## config.mk

```make
export PLATFORM = sky130hd
export DESIGN_NAME = linear_probe_hash_with_replace
export DESIGN_NICKNAME = d
export VERILOG_FILES = /design/src/design/lph_pkg.sv /design/src/design/linear_probe_hash_with_replace.sv /design/src/design/lph_ctrl.sv /design/src/design/lph_dp.sv
export SDC_FILE = /design/constraint.sdc
export NUM_CORES = 1
export LEC_CHECK = 0
export BUFFER_PORTS_ARGS = -buffer_cell sky130_fd_sc_hd__buf_4
export CAP_MARGIN = 0
export CORE_UTILIZATION = 60
export DETAILED_ROUTE_END_ITERATION = 7
export HOLD_SLACK_MARGIN = 0.03
export PLACE_DENSITY_LB_ADDON = 0.05
export SLEW_MARGIN = 10
export SYNTH_ARGS = -nofsm -noshare
export SYNTH_HDL_FRONTEND = slang
export SYNTH_SLANG_ARGS = --single-unit
export TNS_END_PERCENT = 20
```

## constraint.sdc

```tcl
create_clock -name clk -period 10.89 [get_ports clk]
set_clock_uncertainty 0.15 [all_clocks]
set_input_delay 1.089 -clock clk [delete_from_list [all_inputs] [get_ports clk]]
set_output_delay 1.089 -clock clk [all_outputs]
set_load 0.005 [all_outputs]
```

## src/design/lph_pkg.sv

```systemverilog
`default_nettype none
package lph_pkg;

	// Table geometry and field widths
	localparam int TABLE_SIZE = 10;
	localparam int VALUE_W    = 34;
	localparam int STATUS_W   = 3;
	localparam int SLOT_W     = 6;
	localparam int CMP_W      = 7;
	localparam int IDX_W      = $clog2(TABLE_SIZE);
	localparam int CNT_W      = $clog2(TABLE_SIZE + 1);

	// Remainder unit: value padded to whole bytes, one byte per cycle
	localparam int PAD_W      = ((VALUE_W + 7) / 8) * 8;
	localparam int MOD_STEPS  = PAD_W / 8;
	localparam int STEP_W     = $clog2(MOD_STEPS);

	// Result status codes
	localparam logic [STATUS_W-1:0] ST_INSERTED  = 3'd0;
	localparam logic [STATUS_W-1:0] ST_FULL      = 3'd1;
	localparam logic [STATUS_W-1:0] ST_FOUND     = 3'd2;
	localparam logic [STATUS_W-1:0] ST_NOT_FOUND = 3'd3;
	localparam logic [STATUS_W-1:0] ST_ZERO      = 3'd4;

	// Request codes
	localparam logic OP_INSERT = 1'b0;
	localparam logic OP_SEARCH = 1'b1;

	// Source of the reported slot
	typedef enum logic [1:0] {
		SLOT_ZERO,
		SLOT_IDX,
		SLOT_HOME
	} slot_src_t;

	// Controller to datapath commands
	typedef struct packed {
		logic                load;
		logic                mod_step;
		logic                probe_init;
		logic                advance;
		logic                latch_occ;
		logic                wr;
		logic                wr_occ;
		logic                wr_home;
		logic                emit;
		logic [STATUS_W-1:0] emit_status;
		slot_src_t           slot_src;
		logic                emit_cmp;
	} dp_cmd_t;

	// Datapath to controller status
	typedef struct packed {
		logic op;
		logic is_zero;
		logic mod_last;
		logic rd_empty;
		logic rd_hit;
		logic occ_home_here;
		logic last_probe;
	} dp_sts_t;

	// Fold eight more bits into a running remainder mod TABLE_SIZE
	function automatic logic [IDX_W-1:0] mod_byte(input logic [IDX_W-1:0] r_in,
		input logic [7:0] b);
		logic [IDX_W:0]   t;
		logic [IDX_W-1:0] r;
		r = r_in;
		for (int k = 7; k >= 0; k--) begin
			t = {r, b[k]};
			if (t >= (IDX_W+1)'(TABLE_SIZE)) begin
				t = t - (IDX_W+1)'(TABLE_SIZE);
			end
			r = t[IDX_W-1:0];
		end
		return r;
	endfunction

endpackage
`default_nettype wire

```

## src/design/linear_probe_hash_with_replace.sv

```systemverilog
`default_nettype none
// Channel   Direction  Handshake         Word
// request   in         start & !busy     op, value
// result    out        done (one cycle)  status, slot, compares
//
// The home slot is computed eight bits per cycle, then the table is probed
// one slot per cycle. A zero value is answered without probing; a search
// sweeps at most all ten slots, as does an insert rejected as full, and an
// insert that displaces an occupant takes one more write to move it. busy
// falls with done.
// arst_n clears the control state and marks every slot empty.
// The receiver cannot stall: each result is shown for exactly one cycle.
module linear_probe_hash_with_replace (
	input  wire logic                          clk,
	input  wire logic                          arst_n,
	input  wire logic                          start,
	output logic                               busy,
	input  wire logic                          op,
	input  wire logic [lph_pkg::VALUE_W-1:0]   value,
	output logic                               done,
	output logic [lph_pkg::STATUS_W-1:0]       status,
	output logic [lph_pkg::SLOT_W-1:0]         slot,
	output logic [lph_pkg::CMP_W-1:0]          compares
);
	import lph_pkg::*;

	dp_cmd_t cmd;
	dp_sts_t sts;

	// Sequencer
	lph_ctrl u_ctrl (
		.clk    (clk),
		.arst_n (arst_n),
		.start  (start),
		.sts    (sts),
		.cmd    (cmd),
		.busy   (busy)
	);

	// Remainder unit, slot table and result registers
	lph_dp u_dp (
		.clk      (clk),
		.arst_n   (arst_n),
		.cmd      (cmd),
		.op       (op),
		.value    (value),
		.sts      (sts),
		.done     (done),
		.status   (status),
		.slot     (slot),
		.compares (compares)
	);

endmodule
`default_nettype wire

```

## src/design/lph_ctrl.sv

```systemverilog
`default_nettype none
module lph_ctrl (
	input  wire logic             clk,
	input  wire logic             arst_n,
	input  wire logic             start,
	input  wire lph_pkg::dp_sts_t sts,
	output lph_pkg::dp_cmd_t      cmd,
	output logic                  busy
);
	import lph_pkg::*;

	localparam logic [2:0] S_IDLE = 3'd0;
	localparam logic [2:0] S_MOD  = 3'd1;
	localparam logic [2:0] S_DISP = 3'd2;
	localparam logic [2:0] S_HOME = 3'd3;
	localparam logic [2:0] S_SCAN = 3'd4;
	localparam logic [2:0] S_MOVE = 3'd5;
	localparam logic [2:0] S_SRCH = 3'd6;

	logic [2:0] state_q;
	logic [2:0] state_nxt;

	// State register
	always_ff @(posedge clk or negedge arst_n) begin
		if (!arst_n) begin
			state_q <= S_IDLE;
		end else begin
			state_q <= state_nxt;
		end
	end

	assign busy = (state_q != S_IDLE);

	// Next state and datapath commands
	always_comb begin
		cmd       = '0;
		state_nxt = state_q;
		case (state_q)
			S_IDLE: begin
				if (start) begin
					cmd.load  = 1'b1;
					state_nxt = S_MOD;
				end
			end
			S_MOD: begin
				cmd.mod_step = 1'b1;
				if (sts.mod_last) begin
					state_nxt = S_DISP;
				end
			end
			S_DISP: begin
				if (sts.is_zero) begin
					cmd.emit        = 1'b1;
					cmd.emit_status = ST_ZERO;
					cmd.slot_src    = SLOT_ZERO;
					state_nxt       = S_IDLE;
				end else begin
					cmd.probe_init = 1'b1;
					state_nxt      = (sts.op == OP_SEARCH) ? S_SRCH : S_HOME;
				end
			end
			S_HOME: begin
				if (sts.rd_empty) begin
					cmd.wr          = 1'b1;
					cmd.emit        = 1'b1;
					cmd.emit_status = ST_INSERTED;
					cmd.slot_src    = SLOT_IDX;
					state_nxt       = S_IDLE;
				end else begin
					cmd.latch_occ = 1'b1;
					cmd.advance   = 1'b1;
					state_nxt     = S_SCAN;
				end
			end
			S_SCAN: begin
				if (sts.rd_empty) begin
					cmd.wr = 1'b1;
					if (!sts.occ_home_here) begin
						// displaced occupant goes to the empty slot first
						cmd.wr_occ = 1'b1;
						state_nxt  = S_MOVE;
					end else begin
						cmd.emit        = 1'b1;
						cmd.emit_status = ST_INSERTED;
						cmd.slot_src    = SLOT_IDX;
						state_nxt       = S_IDLE;
					end
				end else if (sts.last_probe) begin
					cmd.emit        = 1'b1;
					cmd.emit_status = ST_FULL;
					cmd.slot_src    = SLOT_ZERO;
					state_nxt       = S_IDLE;
				end else begin
					cmd.advance = 1'b1;
				end
			end
			S_MOVE: begin
				cmd.wr          = 1'b1;
				cmd.wr_home     = 1'b1;
				cmd.emit        = 1'b1;
				cmd.emit_status = ST_INSERTED;
				cmd.slot_src    = SLOT_HOME;
				state_nxt       = S_IDLE;
			end
			S_SRCH: begin
				if (sts.rd_hit) begin
					cmd.emit        = 1'b1;
					cmd.emit_status = ST_FOUND;
					cmd.slot_src    = SLOT_IDX;
					cmd.emit_cmp    = 1'b1;
					state_nxt       = S_IDLE;
				end else if (sts.last_probe) begin
					cmd.emit        = 1'b1;
					cmd.emit_status = ST_NOT_FOUND;
					cmd.slot_src    = SLOT_ZERO;
					cmd.emit_cmp    = 1'b1;
					state_nxt       = S_IDLE;
				end else begin
					cmd.advance = 1'b1;
				end
			end
			default: begin
				state_nxt = S_IDLE;
			end
		endcase
	end

endmodule
`default_nettype wire

```

## src/design/lph_dp.sv

```systemverilog
`default_nettype none
module lph_dp (
	input  wire logic                          clk,
	input  wire logic                          arst_n,
	input  wire lph_pkg::dp_cmd_t              cmd,
	input  wire logic                          op,
	input  wire logic [lph_pkg::VALUE_W-1:0]   value,
	output lph_pkg::dp_sts_t                   sts,
	output logic                               done,
	output logic [lph_pkg::STATUS_W-1:0]       status,
	output logic [lph_pkg::SLOT_W-1:0]         slot,
	output logic [lph_pkg::CMP_W-1:0]          compares
);
	import lph_pkg::*;

	// Request registers
	logic               op_q;
	logic [VALUE_W-1:0] val_q;
	logic [PAD_W-1:0]   sh_q;
	logic [STEP_W-1:0]  step_q;
	logic [IDX_W-1:0]   rem_q;

	// Probe registers
	logic [IDX_W-1:0]   idx_q;
	logic [CNT_W-1:0]   cnt_q;
	logic [VALUE_W-1:0] occ_val_q;
	logic [IDX_W-1:0]   occ_home_q;

	// Table: value, home slot of the value, valid bit
	logic [VALUE_W-1:0]    tab_val_q [TABLE_SIZE];
	logic [IDX_W-1:0]      tab_home_q [TABLE_SIZE];
	logic [TABLE_SIZE-1:0] tab_vld_q;

	// Result registers
	logic                done_q;
	logic [STATUS_W-1:0] status_q;
	logic [SLOT_W-1:0]   slot_q;
	logic [CMP_W-1:0]    compares_q;

	logic [VALUE_W-1:0] rd_val;
	logic [IDX_W-1:0]   rd_home;
	logic [IDX_W-1:0]   idx_nxt;
	logic [IDX_W-1:0]   wr_addr;
	logic [VALUE_W-1:0] wr_val;
	logic [IDX_W-1:0]   wr_home_tag;

	// Table read at the probe index; an invalid entry reads as empty
	assign rd_val  = tab_vld_q[idx_q] ? tab_val_q[idx_q] : '0;
	assign rd_home = tab_home_q[idx_q];

	assign idx_nxt = (idx_q == IDX_W'(TABLE_SIZE - 1)) ? '0 : idx_q + 1'b1;

	// Write port: new word at probe index or home, or moved occupant
	assign wr_addr     = cmd.wr_home ? rem_q : idx_q;
	assign wr_val      = cmd.wr_occ ? occ_val_q : val_q;
	assign wr_home_tag = cmd.wr_occ ? occ_home_q : rem_q;

	// Status back to the controller
	assign sts.op            = op_q;
	assign sts.is_zero       = (val_q == '0);
	assign sts.mod_last      = (step_q == STEP_W'(MOD_STEPS - 1));
	assign sts.rd_empty      = (rd_val == '0);
	assign sts.rd_hit        = (rd_val == val_q);
	assign sts.occ_home_here = (occ_home_q == rem_q);
	assign sts.last_probe    = (cnt_q == CNT_W'(TABLE_SIZE));

	// Request capture and remainder, one byte per cycle from the top
	always_ff @(posedge clk) begin
		if (cmd.load) begin
			op_q   <= op;
			val_q  <= value;
			sh_q   <= PAD_W'(value);
			step_q <= '0;
			rem_q  <= '0;
		end else if (cmd.mod_step) begin
			rem_q  <= mod_byte(rem_q, sh_q[PAD_W-1 -: 8]);
			sh_q   <= sh_q << 8;
			step_q <= step_q + 1'b1;
		end
	end

	// Probe index and slots-compared count
	always_ff @(posedge clk) begin
		if (cmd.probe_init) begin
			idx_q <= rem_q;
			cnt_q <= CNT_W'(1);
		end else if (cmd.advance) begin
			idx_q <= idx_nxt;
			cnt_q <= cnt_q + 1'b1;
		end
	end

	// Occupant of the home slot
	always_ff @(posedge clk) begin
		if (cmd.latch_occ) begin
			occ_val_q  <= rd_val;
			occ_home_q <= rd_home;
		end
	end

	// Table words
	always_ff @(posedge clk) begin
		if (cmd.wr) begin
			tab_val_q[wr_addr]  <= wr_val;
			tab_home_q[wr_addr] <= wr_home_tag;
		end
	end

	// Valid bits, cleared at reset
	always_ff @(posedge clk or negedge arst_n) begin
		if (!arst_n) begin
			tab_vld_q <= '0;
		end else if (cmd.wr) begin
			tab_vld_q[wr_addr] <= 1'b1;
		end
	end

	// Result strobe
	always_ff @(posedge clk or negedge arst_n) begin
		if (!arst_n) begin
			done_q <= 1'b0;
		end else begin
			done_q <= cmd.emit;
		end
	end

	// Result word
	always_ff @(posedge clk) begin
		if (cmd.emit) begin
			status_q <= cmd.emit_status;
			case (cmd.slot_src)
				SLOT_IDX:  slot_q <= SLOT_W'(idx_q);
				SLOT_HOME: slot_q <= SLOT_W'(rem_q);
				default:   slot_q <= '0;
			endcase
			compares_q <= cmd.emit_cmp ? CMP_W'(cnt_q) : '0;
		end
	end

	assign done     = done_q;
	assign status   = status_q;
	assign slot     = slot_q;
	assign compares = compares_q;

endmodule
`default_nettype wire

```

# Word-level counts from Yosys, hierarchy flattened

Memories as Yosys holds them, arrays and structs flattened. A register that Yosys moved wholly into a read port is not among the register bits.
Index checks and enable logic that the tools add are counted.

Output and inout port bits: 18
Memories: 2
Input bits: 38
Memory bits (writable): 380
Register bits: 154

Equality and inequality tests: 15
Muxes and demuxes: 75
Bitwise gates (word level): 1
Magnitude comparators: 11
$add $sub $neg: 11
Reductions and logical operators: 8

Memory list:

| memory          | words | width | read ports | clocked after memory_dff | write ports | line         | text |
|---|---|---|---|---|---|---|---|
| u_dp.tab_val_q  | 10    | 34    | 1          | 1                        | 1           | lph_dp.sv:30 | `logic [VALUE_W-1:0] tab_val_q [TABLE_SIZE];` |
| u_dp.tab_home_q | 10    | 4     | 1          | 1                        | 1           | lph_dp.sv:31 | `logic [IDX_W-1:0] tab_home_q [TABLE_SIZE];` |

Operator list:

| operator              | number |
|---|---|
| $mux W34              | 4 |
| $mux W4               | 28 |
| $logic_not A34 Y1     | 2 |
| $ge A5 B4 Y1 const B  | 8 |
| $eq A34 B34 Y1        | 1 |
| $sub A4 B4 Y4 const B | 8 |
| $mux W6               | 5 |
| $pmux W6 S5           | 1 |
| $mux W3               | 9 |
| $mux W1               | 18 |
| $pmux W3 S6           | 1 |
| $mux W7               | 2 |
| $eq A3 B3 Y1 const B  | 4 |
| $lt A4 B5 Y1 const B  | 2 |
| $or A10 B10 Y10       | 1 |
| $add A4 B1 Y4 const B | 2 |
| $eq A4 B4 Y1 const B  | 2 |
| $pmux W4 S2           | 1 |
| $eq A3 B2 Y1 const B  | 2 |
| $pmux W1 S3           | 2 |
| $bmux W1 S4           | 1 |
| $demux W1 S4          | 1 |
| $eq A4 B4 Y1          | 1 |
| $ge A4 B1 Y1 const B  | 1 |
| other kinds (11)      | 14 |

# Logic depth before layout (Yosys ltp)

Depth after elaboration: 30
Gate-level depth with buffers: 40
Mapped depth without buffers: 39

# Cells and area by module

Synthesis repeated with hierarchy kept, for this count alone.

Cell total of the unflattened synthesis: 1363
Area total of the unflattened synthesis: 22873.2 µm²

By module, submodules not included:

| module   | cells each | instances | sequential area each (µm²) | area an instance (µm²) |
|---|---|---|---|---|
| lph_dp   | 1303       | 1         | 15770.1                    | 22436.5 |
| lph_ctrl | 60         | 1         | 75.1                       | 436.7 |

# Least setup slack after synthesis

Ideal clock, no wire load.

Path type: reg-to-reg
From: register u_dp.rem_q[0]
To: register u_dp.rem_q[1]
Stages on the path, launching flop included: 41
Data arrival time: 6787 ps
Slack: 3830 ps
Required time: 10617 ps
Buffers on the path: 1
Clock period less this slack: 7060 ps
Cell sequence: dfxtp_1 buf_2 inv_1 ha_1 nor2b_2 a311oi_4 nor2b_2 ha_1 inv_1 o221ai_1 o22ai_1 ha_1 o31a_1 a211oi_1 o21ai_0 o31ai_1 ha_1 inv_1 [5 not listed] o21ai_0 a31o_2 inv_1 ha_1 inv_1 a21oi_2 o22a_1 ha_1 nor2_1 a32o_1 o21ai_0 a21boi_1 ha_1 inv_1 a41oi_1 o2bb2ai_2 and3_1 o31ai_2

Longest elaborated chain between the ends: 30

RTL lines:

| what                                                 | line                         | text |
|---|---|---|
| start: declaration                                   | lph_dp.sv:21                 | `logic [IDX_W-1:0] rem_q;` |
| start signal: assignment                             | lph_dp.sv:76                 | `rem_q <= mod_byte(rem_q, sh_q[PAD_W-1 -: 8]);` |
| $sub A4 B4 Y4 / $ge A5 B4 Y1 (equally long branches) | lph_pkg.sv:72, lph_pkg.sv:71 |  |
| $mux W4 *                                            | lph_pkg.sv:71                | `if (t >= (IDX_W+1)'(TABLE_SIZE)) begin` |
| $mux W4 *                                            | lph_dp.sv:75                 | `end else if (cmd.mod_step) begin` |
| $mux W4 *                                            | lph_dp.sv:69                 | `if (cmd.load) begin` |
| $sub A4 B4 Y4 / $ge A5 B4 Y1 (equally long branches) | lph_pkg.sv:72, lph_pkg.sv:71 |  |
| $mux W4 *                                            | lph_pkg.sv:71                |  |
| $mux W4 *                                            | lph_dp.sv:75                 |  |
| $mux W4 *                                            | lph_dp.sv:69                 |  |
| [14 not listed]                                      | n/a                          |  |
| $mux W4 *                                            | lph_dp.sv:75                 |  |
| $mux W4 *                                            | lph_dp.sv:69                 |  |
| $ge A5 B4 Y1 / $sub A4 B4 Y4 (equally long branches) | lph_pkg.sv:71, lph_pkg.sv:72 |  |
| $mux W4 *                                            | lph_pkg.sv:71                |  |
| $mux W4 *                                            | lph_dp.sv:75                 |  |
| $mux W4 *                                            | lph_dp.sv:69                 |  |
| $sub A4 B4 Y4 / $ge A5 B4 Y1 (equally long branches) | lph_pkg.sv:72, lph_pkg.sv:71 |  |
| $mux W4 *                                            | lph_pkg.sv:71                |  |

Every way passes the cells marked *; elsewhere a longest branch is shown, timed or not. The select of a mux whose other input is x is not followed.
A chain may end at the register's enable or synchronous reset.

# Worst setup path in the final report

Ends and elaborated chain as after synthesis.

==> summary.txt <==
Critical path
  • Reg2reg path depth: 39
  • Most common cell on crit path: ha_1
  • CP peak stage delay: ~0.50 ns
  • CP endpoint kind: flip-flop
  • CP bufs+invs: 6
  • CP Class: reg -> reg
  • R2r endpoint: u_dp.rem_q[1]
  • Startpoint types: flip-flop
  • Delay-heaviest family, CP: compound AO/OA/AOI/OAI gates
  • CP required: ~11 ns
  • Worst Path Max Fanout: 9
  • R2R Setup Slk: about 2.7 ns
  • WP data arrival: ~8.5 ns
  • Reg2reg start: u_dp.rem_q[0]
  • Crit path max-delay cell type: dfxtp_1

Synthesis
  • Synth Area per Inst: around 16 sq um
  • Yosys top cell area share: between 60% and 70%
  • Synth area leaders: edfxtp_1 (66%), mux4_2 (7.7%), nand2_1 (2.3%), mux2_1 (2.0%), mux2i_1 (1.9%)
  • Post-Synthesis Cell Area: between 20,000 and 25,000 sq um
  • Synth Area in Compound Gates: roughly 6%
  • Post-synth EDFFs: 502
  • Seq cells post-synth: between 500 and 600
  • Yosys warning count: 0
  • Synth Area in XOR/XNOR: between 1.5 and 2%
  • Post-Synth Adder-Cell Area: less than 1%
  • Async set-or-reset flop fraction in the synthesized netlist: 2.607%
  • Sequential element share of the synthesized area: ~69%
  • Post-synthesis mux area share: between 10 and 15%
  • Top_reg_cell synth: edfxtp_1
  • Synth unique cells: 85
  • Synth Instances: 1,426
  • Synth area leader: edfxtp_1
  • Post-synthesis simple-gate area fraction: just over 7%
  • Largest family of logic cells by synthesized area: multiplexers

Placed design
  • I/O Buffers: 50
  • Dpl hpwl: approximately 32,000 microns
  • RD Place Congestion: a little over 0.9
  • Dpl cells: between 1,500 and 2,000
  • Place WS: between 2 and 3 ns

STA
  • Tightest Pin Transition: about 1.1 ns
  • Fmax: 122.0 MHz
  • Slew Limit Fails: 0
  • Post-route minimum period: a little over 8 ns
  • PnR worst setup slack: between 2 and 3 ns
  • RSZ-0062 raised after global routing: no
  • Setup violators final: 0
  • Hold Vio Cnt, Final: 0
  • Setup TNS: 0 ns
  • Final Cycle Share: about three quarters
  • Slew headroom: between 20% and 30%

Run
  • Max_cap viols: 0

Floorplan
  • Die height: slightly below 200 microns
  • Io pins: 56
  • # rows: 71
  • Core ar.: between 30,000 and 40,000 sq um
  • Die ar.: between 30,000 and 40,000 sq um
  • Initial Util: 60.83%
  • Die width: 197.4 microns

Status
  • Status: completed

Final layout
  • Fillers: between 2,000 and 3,000
  • Finished Core Util: roughly two thirds
  • Share of layout cells above drive strength 1: 20.07%
  • Area growth, synth to finish: 11.90%
  • Final Net Count: about 1,500
  • Final Instance Count excl. Fillers: 2,042

Power and ir drop
  • Maximum vdd drop: between 400 and 500 uV
  • PD cells: roughly 340 nW/um^2
  • Leak: 8.877 nW
  • Total power: between 8 and 9 mW

Clock tree
  • Post-CTS setup buffer count: 0
  • H-tree levels: 2
  • CTS Buffer Depth: 3
  • CTS Sinks: between 500 and 600
  • CTS tree: done
  • CTS Hold Bufs: 0
  • Clk pin slew, worst setup/hold paths: around 0.060 ns
  • Clk root buf: clkbuf_16
  • Post-CTS sizing: 0
  • TritonCTS Buffers: 54
  • Worst skew pair latency: 0.60 ns

Drt
  • Routed Wire Length: about 52,000 microns
  • Post-route DRC: 0
  • Drt pass-1 iters: 6
  • Final ANT Viol Nets: 0
  • Vias per cell: 6.262
  • DRC marker count from the first detailed-route iteration: 1,032
  • Routed via count: 12,790
  • Routed WL per cell: 25.30 microns

GRT
  • GRT overflow: 0
  • Antenna violations before repair: 0
  • Vias in the first global route: between 10,000 and 15,000
  • All-Layer GR Usage: between 20 and 30%
  • Largest net degree at the start of global routing: 80
  • Global-route wire length before repair: between 70,000 and 80,000 microns

Min path
  • Worst Hold Class: in -> async
-- power by group --
| part | switching, mW | leakage, nW | total (mW) | internal [mW] |
|---|---|---|---|---|
| clock network | 0.771 | 0.877 | 1.86 | 1.09 |
| logic | 2.31 | 3.07 | 3.85 | 1.55 |
| registers | 0.267 | 4.93 | 2.98 | 2.71 |
-- metal layers --
metal / routed length [microns] / global-route usage, % / up-vias
met5: 0 / 0 / -
met4: 1181 / 8.527 / 0
met3: 3469 / 4.012 / 74
met2: 24810 / 43.30 / 488
met1: 22210 / 39.23 / 6557
li1: - / - / 5669
-- area by class of cell --
cell class / count / area [sq um] / area share (%)
inverter: 52 / 195.2 / 0.7613
timing repair buffer: 72 / 553.0 / 2.157
antenna: 1 / 2.502 / 0.009760
tap: 511 / 639.4 / 2.494
clock buffer: 68 / 1488 / 5.802
clock inverter: 32 / 296.5 / 1.157
multi-input combinational: 769 / 6610 / 25.78
sequential: 537 / 15860 / 61.84
-- Yosys cell counts (15+ instances only) --
master / count
nor4_1: 15
nor2b_1: 20
a211oi_1: 38
nand2_1: 143
mux4_2: 78
xor2_1: 16
inv_1: 49
mux2_1: 40
dfxtp_1: 21
a21oi_1: 34
nor3_1: 15
mux2_2: 21
nor2_1: 45
xnor2_1: 30
clkbuf_1: 28
o211ai_1: 22
mux2i_1: 43
o21ai_0: 16
edfxtp_1: 502
-- worst reg2reg max path, delay by kind of cell, from the launching register on --
kind,cells,cell delay [ns]
buf+inv,6,0.57
compound gates,21,4.00
simple gates,4,0.73
flops,1,0.50
fa+ha+maj,8,2.14
-- metrics by stage --
step	cell area, sq um	hold WS, ns
after CTS	25640	0.1670
after detailed placement	23850	0.3015
after global routing	25640	0.1875
after floorplan	22930	0.2837
final	25640	0.1935
after global placement	23850	0.2974
-- worst max path at each step --
| stage | start | to | slack (ns) | cells past startpoint |
|---|---|---|---|---|
| 2_1_floorplan | u_dp.rem_q[0] | u_dp.rem_q[1] | 3.83 | 40 |
| 3_3_place_gp | u_dp.rem_q[0] | u_dp.rem_q[1] | 3.12 | 39 |
| 3_5_place_dp | u_dp.rem_q[0] | u_dp.rem_q[1] | 2.89 | 39 |
| 4_1_cts | u_dp.rem_q[0] | u_dp.rem_q[1] | 2.87 | 39 |
| 5_1_grt | u_dp.rem_q[0] | u_dp.rem_q[1] | 2.06 | 39 |
| 6_report | u_dp.rem_q[0] | u_dp.rem_q[1] | 2.70 | 39 |
-- placed cells by master, fill, tap and decap left out, types with 6 or more instances in the layout --
master / n
edfxtp_1: 502
nand2_1: 143
mux4_2: 78
buf_4: 71
clkbuf_16: 57
inv_1: 49
mux2i_1: 43
mux2_1: 40
a211oi_1: 38
nor2_1: 35
a21oi_1: 34
xnor2_1: 30
o211ai_1: 22
mux2_2: 21
nor2b_1: 20
dfxtp_1: 17
xor2_1: 16
o21ai_0: 16
nor3_1: 15
nor4_1: 15
or2_2: 14
ha_1: 14
dfrtp_1: 14
clkinv_2: 13
nand3_1: 12
and3_1: 12
nand4_1: 11
and2_1: 10
nor2_4: 10
clkbuf_1: 9
or4_1: 8
clkinv_1: 8
nand2b_1: 6
a31oi_1: 6
o21ai_1: 6
-- cells by family after synthesis --
group | Yosys count
other cells | 1
fa+ha+maj | 14
mux | 183
xor+xnor | 46
flops | 537
compound gates | 190
buf+inv | 124
simple gates | 331
-- state kept, by name, indices dropped and copies added (netlist names), 10 cells and up, named ones only --
name and count:
u_dp.val_q 34, u_dp.tab_vld_q 10, u_dp.occ_val_q 34, u_dp.tab_home_q 40, u_dp.tab_val_q 340, u_dp.sh_q 40
No activity file was read; power rests on OpenSTA's default activity.
